==> src/rtl/i2c_bit_level_master_top_defines.svh <==
// ----------------------------------------------------------------------------
// i2c bit level master assertion macros
// shared property forms for the checks at the end of the top level
// ----------------------------------------------------------------------------
`ifndef I2C_BIT_LEVEL_MASTER_TOP_DEFINES_SVH
`define I2C_BIT_LEVEL_MASTER_TOP_DEFINES_SVH

// same-cycle implication, quiet during reset
`define I2CBM_ASSERT_NOW(lbl, clk, rst_n, ante, cons, msg) \
    lbl: assert property (@(posedge clk) disable iff (!rst_n) (ante) |-> (cons)) \
        else $error(msg);

// next-cycle implication, quiet during reset
`define I2CBM_ASSERT_NEXT(lbl, clk, rst_n, ante, cons, msg) \
    lbl: assert property (@(posedge clk) disable iff (!rst_n) (ante) |=> (cons)) \
        else $error(msg);

`endif

==> src/rtl/i2cbm_pkg.sv <==
// ----------------------------------------------------------------------------
// i2cbm_pkg
// types and constants of the i2c bit level master
// ----------------------------------------------------------------------------
`timescale 1ns / 1ps

package i2cbm_pkg;

    // opcodes carried by an input transaction
    localparam logic [2:0] OP_START = 3'd0;
    localparam logic [2:0] OP_STOP  = 3'd1;
    localparam logic [2:0] OP_WRITE = 3'd2;
    localparam logic [2:0] OP_WAIT  = 3'd3;
    localparam logic [2:0] OP_READ  = 3'd4;

    // command codes inside the sequencer
    localparam logic [2:0] CMD_IDLE  = 3'd0;
    localparam logic [2:0] CMD_START = 3'd1;
    localparam logic [2:0] CMD_STOP  = 3'd2;
    localparam logic [2:0] CMD_WRITE = 3'd3;
    localparam logic [2:0] CMD_WAIT  = 3'd4;
    localparam logic [2:0] CMD_READ  = 3'd5;

    localparam logic [7:0] ACK_TIMEOUT_RESET = 8'd250;

    typedef struct packed {
        logic       cmd_valid;
        logic [2:0] opcode;
        logic [7:0] write_data;
        logic       send_ack;
        logic       sda_in;
    } t_item;

    // classified tick handed from front to back
    typedef struct packed {
        logic [2:0] cmd;
        logic [7:0] write_data;
        logic       send_ack;
        logic       sda_in;
    } t_work;

    typedef struct packed {
        logic       scl_level;
        logic       sda_level;
        logic       sda_drive_enable;
        logic       busy_res;
        logic       done_res;
        logic [7:0] read_byte;
        logic       ack_error;
    } t_result;

endpackage

==> src/rtl/i2cbm_queue.sv <==
// ----------------------------------------------------------------------------
// i2cbm_queue
// two-entry flip-flop queue, push and pop allowed in the same cycle
// ----------------------------------------------------------------------------
`timescale 1ns / 1ps

module i2cbm_queue #(
    parameter int W = 8
) (
    input  logic         i_clk,
    input  logic         i_rst_n,
    input  logic         i_push,
    input  logic [W-1:0] i_data,
    output logic         o_full,
    input  logic         i_pop,
    output logic [W-1:0] o_data,
    output logic         o_empty
);

    logic [W-1:0] r_head;
    logic [W-1:0] r_tail;
    logic [1:0]   r_cnt;
    logic         do_push;
    logic         do_pop;

    assign o_full  = (r_cnt == 2'd2);
    assign o_empty = (r_cnt == 2'd0);
    assign o_data  = r_head;
    assign do_push = i_push && !o_full;
    assign do_pop  = i_pop && !o_empty;

    always_ff @(posedge i_clk) begin
        if (!i_rst_n) begin
            r_cnt <= 2'd0;
        end else begin
            if (do_push && !do_pop) begin
                r_cnt <= r_cnt + 2'd1;
            end else if (do_pop && !do_push) begin
                r_cnt <= r_cnt - 2'd1;
            end
        end
    end

    // payload needs no reset
    always_ff @(posedge i_clk) begin
        if (do_push && do_pop) begin
            if (r_cnt == 2'd1) begin
                r_head <= i_data;
            end else begin
                r_head <= r_tail;
                r_tail <= i_data;
            end
        end else if (do_pop) begin
            r_head <= r_tail;
        end else if (do_push) begin
            if (r_cnt == 2'd0) begin
                r_head <= i_data;
            end else begin
                r_tail <= i_data;
            end
        end
    end

endmodule

==> src/rtl/i2cbm_front.sv <==
// ----------------------------------------------------------------------------
// i2cbm_front
// accepts ticks, decodes the opcode into a command code, queues the result
// ----------------------------------------------------------------------------
`timescale 1ns / 1ps

module i2cbm_front (
    input  logic              i_clk,
    input  logic              i_rst_n,
    input  logic              i_push,
    input  i2cbm_pkg::t_item  i_item,
    output logic              o_full,
    input  logic              i_work_pop,
    output i2cbm_pkg::t_work  o_work,
    output logic              o_work_empty
);

    i2cbm_pkg::t_work cls;

    always_comb begin
        cls.write_data = i_item.write_data;
        cls.send_ack   = i_item.send_ack;
        cls.sda_in     = i_item.sda_in;
        cls.cmd        = i2cbm_pkg::CMD_IDLE;
        if (i_item.cmd_valid) begin
            case (i_item.opcode)
                i2cbm_pkg::OP_START: cls.cmd = i2cbm_pkg::CMD_START;
                i2cbm_pkg::OP_STOP:  cls.cmd = i2cbm_pkg::CMD_STOP;
                i2cbm_pkg::OP_WRITE: cls.cmd = i2cbm_pkg::CMD_WRITE;
                i2cbm_pkg::OP_WAIT:  cls.cmd = i2cbm_pkg::CMD_WAIT;
                i2cbm_pkg::OP_READ:  cls.cmd = i2cbm_pkg::CMD_READ;
                default:             cls.cmd = i2cbm_pkg::CMD_IDLE;
            endcase
        end
    end

    i2cbm_queue #(
        .W ($bits(i2cbm_pkg::t_work))
    ) u_work_q (
        .i_clk   (i_clk),
        .i_rst_n (i_rst_n),
        .i_push  (i_push),
        .i_data  (cls),
        .o_full  (o_full),
        .i_pop   (i_work_pop),
        .o_data  (o_work),
        .o_empty (o_work_empty)
    );

endmodule

==> src/rtl/i2cbm_back.sv <==
// ----------------------------------------------------------------------------
// i2cbm_back
// phase sequencer, one tick per cycle while the result queue has room, results into a two-entry queue
// ----------------------------------------------------------------------------
`timescale 1ns / 1ps

module i2cbm_back (
    input  logic               i_clk,
    input  logic               i_rst_n,
    input  i2cbm_pkg::t_work   i_work,
    input  logic               i_work_empty,
    output logic               o_work_pop,
    input  logic               i_cfg_we,
    input  logic [7:0]         i_cfg_data,
    output i2cbm_pkg::t_result o_result,
    output logic               o_empty,
    input  logic               i_pop
);

    localparam logic [2:0] PH_0 = 3'd0;
    localparam logic [2:0] PH_1 = 3'd1;
    localparam logic [2:0] PH_2 = 3'd2;
    localparam logic [2:0] PH_3 = 3'd3;
    localparam logic [2:0] PH_4 = 3'd4;

    logic [7:0] r_limit;
    logic [2:0] r_cmd,   n_cmd;
    logic [2:0] r_phase, n_phase;
    logic [3:0] r_bits,  n_bits;
    logic [7:0] r_shift, n_shift;
    logic [7:0] r_poll,  n_poll;
    logic       r_ackc,  n_ackc;
    logic       r_scl,   n_scl;
    logic       r_sda,   n_sda;
    logic       r_en,    n_en;
    logic       r_err,   n_err;
    logic [7:0] r_last,  n_last;

    logic               busy;
    logic               done;
    logic               bitv;
    logic               ackl;
    logic [8:0]         poll_nx;
    logic               res_full;
    logic               take;
    i2cbm_pkg::t_result res;

    assign take       = !i_work_empty && !res_full;
    assign o_work_pop = take;

    always_comb begin
        n_cmd   = r_cmd;
        n_phase = r_phase;
        n_bits  = r_bits;
        n_shift = r_shift;
        n_poll  = r_poll;
        n_ackc  = r_ackc;
        n_scl   = r_scl;
        n_sda   = r_sda;
        n_en    = r_en;
        n_err   = r_err;
        n_last  = r_last;
        busy    = 1'b0;
        done    = 1'b0;

        // command load, only while idle
        if (r_cmd == i2cbm_pkg::CMD_IDLE && i_work.cmd != i2cbm_pkg::CMD_IDLE) begin
            n_cmd   = i_work.cmd;
            n_phase = PH_0;
            n_bits  = 4'd0;
            if (i_work.cmd == i2cbm_pkg::CMD_WRITE) begin
                n_shift = i_work.write_data;
            end
            if (i_work.cmd == i2cbm_pkg::CMD_READ) begin
                n_shift = 8'd0;
                n_ackc  = i_work.send_ack;
            end
            if (i_work.cmd == i2cbm_pkg::CMD_WAIT) begin
                n_err  = 1'b0;
                n_poll = 8'd0;
            end
        end

        bitv    = n_shift[7];
        ackl    = ~n_ackc;
        poll_nx = {1'b0, n_poll} + 9'd1;

        if (n_cmd != i2cbm_pkg::CMD_IDLE) begin
            busy = 1'b1;
            case (n_cmd)
                i2cbm_pkg::CMD_START: begin
                    if (n_phase == PH_0) begin
                        {n_scl, n_sda, n_en} = 3'b111;
                        n_phase = PH_1;
                    end else if (n_phase == PH_1) begin
                        {n_scl, n_sda, n_en} = 3'b101;
                        n_phase = PH_2;
                    end else begin
                        {n_scl, n_sda, n_en} = 3'b001;
                        done = 1'b1;
                    end
                end
                i2cbm_pkg::CMD_STOP: begin
                    if (n_phase == PH_0) begin
                        {n_scl, n_sda, n_en} = 3'b001;
                        n_phase = PH_1;
                    end else if (n_phase == PH_1) begin
                        {n_scl, n_sda, n_en} = 3'b101;
                        n_phase = PH_2;
                    end else begin
                        {n_scl, n_sda, n_en} = 3'b111;
                        done = 1'b1;
                    end
                end
                i2cbm_pkg::CMD_WRITE: begin
                    if (n_phase == PH_0) begin
                        {n_scl, n_sda, n_en} = {1'b0, bitv, 1'b1};
                        n_phase = PH_1;
                    end else if (n_phase == PH_1) begin
                        {n_scl, n_sda, n_en} = {1'b1, bitv, 1'b1};
                        n_bits = n_bits + 4'd1;
                        if (n_bits >= 4'd8) begin
                            n_phase = PH_2;
                        end else begin
                            n_shift = {n_shift[6:0], 1'b0};
                            n_phase = PH_0;
                        end
                    end else begin
                        {n_scl, n_sda, n_en} = {1'b0, bitv, 1'b1};
                        done = 1'b1;
                    end
                end
                i2cbm_pkg::CMD_WAIT: begin
                    if (n_phase == PH_0) begin
                        {n_scl, n_sda, n_en} = 3'b010;
                        n_phase = PH_1;
                    end else if (n_phase == PH_1) begin
                        {n_scl, n_sda, n_en} = 3'b110;
                        if (!i_work.sda_in) begin
                            n_phase = PH_2;
                        end else if (poll_nx > {1'b0, r_limit}) begin
                            // timeout: fall into the stop sequence
                            n_err   = 1'b1;
                            n_cmd   = i2cbm_pkg::CMD_STOP;
                            n_phase = PH_0;
                        end else begin
                            n_poll = poll_nx[7:0];
                        end
                    end else begin
                        {n_scl, n_sda, n_en} = 3'b010;
                        done = 1'b1;
                    end
                end
                i2cbm_pkg::CMD_READ: begin
                    if (n_phase == PH_0) begin
                        {n_scl, n_sda, n_en} = 3'b010;
                        n_phase = PH_1;
                    end else if (n_phase == PH_1) begin
                        {n_scl, n_sda, n_en} = 3'b110;
                        n_shift = {n_shift[6:0], i_work.sda_in};
                        n_bits  = n_bits + 4'd1;
                        n_phase = (n_bits >= 4'd8) ? PH_2 : PH_0;
                    end else if (n_phase == PH_2) begin
                        {n_scl, n_sda, n_en} = {1'b0, ackl, 1'b1};
                        n_phase = PH_3;
                    end else if (n_phase == PH_3) begin
                        {n_scl, n_sda, n_en} = {1'b1, ackl, 1'b1};
                        n_phase = PH_4;
                    end else if (n_phase == PH_4) begin
                        {n_scl, n_sda, n_en} = {1'b0, ackl, 1'b1};
                        n_last = n_shift;
                        done   = 1'b1;
                    end else begin
                        done = 1'b1;
                    end
                end
                default: begin
                    done = 1'b1;
                end
            endcase
            if (done) begin
                n_cmd   = i2cbm_pkg::CMD_IDLE;
                n_phase = PH_0;
            end
        end

        res.scl_level        = n_scl;
        res.sda_level        = n_sda;
        res.sda_drive_enable = n_en;
        res.busy_res         = busy;
        res.done_res         = done;
        res.read_byte        = n_last;
        res.ack_error        = n_err;
    end

    always_ff @(posedge i_clk) begin
        if (!i_rst_n) begin
            r_limit <= i2cbm_pkg::ACK_TIMEOUT_RESET;
            r_cmd   <= i2cbm_pkg::CMD_IDLE;
            r_phase <= PH_0;
            r_bits  <= 4'd0;
            r_shift <= 8'd0;
            r_poll  <= 8'd0;
            r_ackc  <= 1'b0;
            r_scl   <= 1'b1;
            r_sda   <= 1'b1;
            r_en    <= 1'b1;
            r_err   <= 1'b0;
            r_last  <= 8'd0;
        end else begin
            if (i_cfg_we) begin
                r_limit <= i_cfg_data;
            end
            if (take) begin
                r_cmd   <= n_cmd;
                r_phase <= n_phase;
                r_bits  <= n_bits;
                r_shift <= n_shift;
                r_poll  <= n_poll;
                r_ackc  <= n_ackc;
                r_scl   <= n_scl;
                r_sda   <= n_sda;
                r_en    <= n_en;
                r_err   <= n_err;
                r_last  <= n_last;
            end
        end
    end

    i2cbm_queue #(
        .W ($bits(i2cbm_pkg::t_result))
    ) u_res_q (
        .i_clk   (i_clk),
        .i_rst_n (i_rst_n),
        .i_push  (take),
        .i_data  (res),
        .o_full  (res_full),
        .i_pop   (i_pop),
        .o_data  (o_result),
        .o_empty (o_empty)
    );

endmodule

==> src/rtl/i2c_bit_level_master_top.sv <==
// ----------------------------------------------------------------------------
// i2c_bit_level_master_top
// i2c master phase sequencer: one bus phase per tick transaction
// ----------------------------------------------------------------------------
// usage
//   input channel: i_item carries one tick (sda sample plus optional command),
//   taken at a clock edge with push high and full low
//   result channel: o_result holds the oldest pin/status word while empty is
//   low, taken at a clock edge with pop high
//   config channel: i_cfg_valid / o_cfg_ready write the ack timeout limit;
//   ready is always high, write only while the block is idle
// path: an accepted tick is registered in the front queue, and its result in the result queue
// throughput: one tick per cycle while the result queue has room;
//   a two-entry queue on each side lets push and pop run back to back
// reset (i_rst_n low at a clock edge): queues empty, sequencer idle, pins
//   scl high / sda high driven, timeout limit 250
// receiver stall: the result queue fills, the sequencer stops taking work,
//   then the input queue fills and full rises; nothing is lost
// ----------------------------------------------------------------------------
`timescale 1ns / 1ps
`include "i2c_bit_level_master_top_defines.svh"

module i2c_bit_level_master_top (
    input  logic               i_clk,
    input  logic               i_rst_n,
    // tick transactions in
    input  logic               push,
    input  i2cbm_pkg::t_item   i_item,
    output logic               full,
    // result transactions out
    output logic               empty,
    input  logic               pop,
    output i2cbm_pkg::t_result o_result,
    // timeout limit write
    input  logic               i_cfg_valid,
    output logic               o_cfg_ready,
    input  logic [7:0]         i_cfg_data
);

    i2cbm_pkg::t_work w_work;
    logic             w_work_empty;
    logic             w_work_pop;
    logic             w_take;

    // config is always accepted
    assign o_cfg_ready = 1'b1;
    // tick moving from front queue into the sequencer
    assign w_take = w_work_pop && !w_work_empty;

    // front: decode opcode, buffer ticks
    i2cbm_front u_front (
        .i_clk        (i_clk),
        .i_rst_n      (i_rst_n),
        .i_push       (push),
        .i_item       (i_item),
        .o_full       (full),
        .i_work_pop   (w_work_pop),
        .o_work       (w_work),
        .o_work_empty (w_work_empty)
    );

    // back: sequencer plus result queue
    i2cbm_back u_back (
        .i_clk        (i_clk),
        .i_rst_n      (i_rst_n),
        .i_work       (w_work),
        .i_work_empty (w_work_empty),
        .o_work_pop   (w_work_pop),
        .i_cfg_we     (i_cfg_valid && o_cfg_ready),
        .i_cfg_data   (i_cfg_data),
        .o_result     (o_result),
        .o_empty      (empty),
        .i_pop        (pop)
    );

    // accepted tick always lands in the front queue
    `I2CBM_ASSERT_NEXT(a_push_lands, i_clk, i_rst_n, push && !full, !w_work_empty, "tick lost")
    // every tick the sequencer runs leaves a result behind
    `I2CBM_ASSERT_NEXT(a_take_result, i_clk, i_rst_n, w_take, !empty, "result lost")
    // a completing phase is always a busy phase
    `I2CBM_ASSERT_NOW(a_done_busy, i_clk, i_rst_n, !empty && o_result.done_res, o_result.busy_res, "done without busy")
    // released sda reads back high
    `I2CBM_ASSERT_NOW(a_release_high, i_clk, i_rst_n, !empty && !o_result.sda_drive_enable, o_result.sda_level, "released sda not high")

endmodule
==> config.mk <==
export PLATFORM = sky130hd
export DESIGN_NAME = i2c_bit_level_master_top
export DESIGN_NICKNAME = d
export VERILOG_FILES = /design/src/rtl/i2cbm_pkg.sv /design/src/rtl/i2cbm_queue.sv /design/src/rtl/i2cbm_front.sv /design/src/rtl/i2cbm_back.sv /design/src/rtl/i2c_bit_level_master_top.sv
export VERILOG_INCLUDE_DIRS = /design/src /design/src/rtl
export SDC_FILE = /design/constraint.sdc
export NUM_CORES = 1
export LEC_CHECK = 0
export BUFFER_PORTS_ARGS = -buffer_cell sky130_fd_sc_hd__buf_2
export CORE_ASPECT_RATIO = 1.4
export CORE_MARGIN = 1.5
export CORE_UTILIZATION = 30
export CTS_CLUSTER_DIAMETER = 80
export DETAILED_ROUTE_END_ITERATION = 8
export PLACE_DENSITY_LB_ADDON = 0.3
export SYNTH_ARGS = -nofsm -noshare
export SYNTH_HDL_FRONTEND = slang
export SYNTH_HIERARCHICAL = 1
export SYNTH_SLANG_ARGS = --single-unit
==> constraint.sdc <==
create_clock -name i_clk -period 5.05 [get_ports i_clk]
set_clock_uncertainty 0.1 [all_clocks]
set_input_delay 1.01 -clock i_clk [delete_from_list [all_inputs] [get_ports i_clk]]
set_output_delay 1.01 -clock i_clk [all_outputs]
set_load 0.01 [all_outputs]
==> run_results.csv <==
group,metric,value,unit
logic_synthesis,synth_area_leader_cell,"edfxtp_1",
logic_synthesis,seq_area_frac_synth,45.4,%
finish,layout_common_cells,"edfxtp_1, dfxtp_1, nand2_1",
clock_network,cts_root_buf,"clkbuf_16",
power,power_density,567,nW/um^2
clock_network,path_clk_slew,0.07,ns
die,ios,44,
die,dieArea,20300,um^2
status,outcome,"finished clean",
clock_network,cts_resized,0,
place,io_buffers,42,
finish,drive_gt1_share,20.2,%
clock_network,cts_tree,"yes",
sta,finalSetupViolations,0,
sta,finalCritPeriodShare,82.3,%
power,vdd_drop_max,0.000236,V
clock_network,cts_buffers,9,
route,drc,0,
sta,rsz0062_at_grt,"false",
route,dr_total_vias,4288,
power,p_leak,2.54,nW
setup_path,end_kind,"flop",
logic_synthesis,synth_ff_type,"edfxtp_1",
logic_synthesis,netlist_area,5820,um^2
logic_synthesis,yosys.cell_types.count,70,
place,gp_congestion,0.864,
route,vias_per_cell,5.07,
clock_network,cts_setup_buffers,0,
finish,final_nets,642,
logic_synthesis,synth_top_area_share,27.9,%
global_route,antenna_found_initial,0,
die,core_area,19100,um^2
place,dp.cells,830,
die,die-height,168,um
sta,relSlewSlack,32.6,%
place,hpwl,9360,um
clock_network,cts_hold_buf,0,
global_route,grt_overflow,0,
route,ant_nets,0,
setup_path,r2r_slack,0.89,ns
power,power,3.69,mW
logic_synthesis,synth_area_leaders,"edfxtp_1, dfxtp_1, mux2_4",
sta,tightest_slew,1.01,ns
sta,period_needed,4.16,ns
global_route,grt_use_total,12.9,%
logic_synthesis,synth-seq-cells,105,
die,start_util,30.4,%
logic_synthesis,avgSynthCellArea,10.2,um^2
logic_synthesis,yosys_warnings,6,
setup_path,critPathMaxFanout,13,
clock_network,clock-sinks,105,
logic_synthesis,syn_nets,619,
logic_synthesis,synth_edf_count,54,
global_route,grt_busiest_layer,"met2",
clock_network,clock_latency,0.35,ns
finish,stdcell_count,846,
clock_network,clockBufferDepth,2,
global_route,grt_use_met1,15.4,%
setup_path,start_kind,"flop",
sta,max_freq,241,MHz
route,first_pass_iters,7,
logic_synthesis,synthArstFlopShare,0,%
global_route,grt_pass1_vias,4191,
setup_path,cp.required,5.05,ns
finish,insertedDiodeCount,0,
route,drtIter0Drc,294,
setup_path,setup.worst_path.class,"reg2reg",
finish,fillers,1944,
finish,final_common_cell,"edfxtp_1",
sta,hold_violations,0,
worst_hold_path,min_path_type,"reg2reg",
clock_network,htreeDepth,3,
route,routedWlPerCell,15.1,um
job,maxCapViolations,0,
global_route,grt_max_degree,36,
setup_path,arrival,4.16,ns
finish,syn2layout_area_growth,11.8,%
sta,fin_setup_tns,0,ns
logic_synthesis,syn_inst,570,
global_route,gr-usage-met3,2.47,%
die,row_count,60,
route,wl,12800,um
global_route,met2_usage,22.5,%
sta,maxSlewViolCount,0,
die,fp.dieW,121,um
global_route,grt_pass1_wl,20900,um
==> layout make-up <==
| cell class | count | area [um^2] | share of cell area (%) |
|---|---|---|---|
| sequential | 105 | 2640 | 40.6 |
| tap | 248 | 310 | 4.77 |
| clock buffer | 9 | 225 | 3.46 |
| multi-input combinational | 404 | 2900 | 44.5 |
| inverter | 26 | 97.6 | 1.50 |
| clock inverter | 7 | 91.3 | 1.40 |
| timing repair buffer | 47 | 248 | 3.80 |
==> cell families after synthesis <==
group | after synthesis | synth area share [%]
and+or+nand+nor | 171 | 15.6
AOI/OAI and AO/OA | 145 | 16.4
DFF | 105 | 45.4
buffers and inverters | 61 | 4.86
muxes | 54 | 11.3
adders and majority gates | 22 | 4.73
xor gates and xnor gates | 11 | 1.65
other | 1 | 0.0644
==> final timing paths <==
path | start | to | cells past startpoint
setup / recovery | u_front/u_work_q/o_data[10] | u_back/u_res_q/o_data[0] | 15
hold / removal | u_back/r_sda | u_back/r_sda | 2
setup reg to reg | u_front/u_work_q/o_data[10] | u_back/u_res_q/o_data[0] | 15
hold reg to reg | u_back/r_sda | u_back/r_sda | 2
==> layer usage <==
layer / vias up / part of all wire [%]
met5: - / 0
met4: 0 / 2.6
met3: 16 / 3.8
met2: 108 / 50
met1: 2063 / 43
li1: 2101 / -
==> flip-flops by register name, indices dropped and copies added (netlist names), 8 cells and up <==
register,count
u_front/u_work_q/r_tail,13
u_back/u_res_q/r_tail,14
u_back/r_shift,8
u_back/r_last,8
u_back/r_poll,8
u_front/u_work_q/o_data,13
u_back/r_limit,8
u_back/u_res_q/o_data,14
==> worst max-delay path, stage by stage, from the launching register on <==
cell and delay [ns]:
edfxtp_1 0.58, nor3b_2 0.38, nand2_1 0.18, and2_1 0.22, ha_1 0.24, and3_1 0.24
nand3_1 0.13, xor2_1 0.16, nor2_1 0.07, ha_1 0.31, a21oi_1 0.18, o21ai_0 0.12
o211ai_2 0.33, a211oi_1 0.21, a21o_1 0.22, mux2_4 0.26
==> through the flow <==
step	setup slack [ns]	hold slack (ns)	util, %	instance area [um^2]
6_report	0.894	0.375	34.0	6510
5_1_grt	0.647	0.407	34.0	6510
4_1_cts	0.927	0.376	34.0	6510
3_5_place_dp	0.951	0.364	32.4	6190
3_3_place_gp	1.04	0.363	32.4	6190
2_1_floorplan	1.31	0.341	-	5820
==> Yosys cell counts, types with 7 or more instances <==
| library cell | instances |
|---|---|
| dfxtp_1 | 51 |
| and2_1 | 9 |
| mux2i_1 | 19 |
| mux2_2 | 15 |
| o211ai_1 | 13 |
| edfxtp_1 | 54 |
| inv_1 | 24 |
| a31oi_1 | 13 |
| xor2_1 | 7 |
| ha_1 | 22 |
| nand3_1 | 16 |
| nor2_1 | 39 |
| a21oi_1 | 39 |
| clkbuf_1 | 22 |
| mux2_4 | 20 |
| buf_2 | 8 |
| o21ai_0 | 43 |
| nand2_1 | 48 |
==> power by group <==
group / switching [mW] / internal [mW] / leakage [nW]
clock network: 0.337 / 0.395 / 0.150
logic: 1.01 / 0.588 / 1.47
registers: 0.145 / 1.22 / 0.926
total: 1.49 / 2.20 / 2.54
No activity file was read; power rests on OpenSTA's default activity.
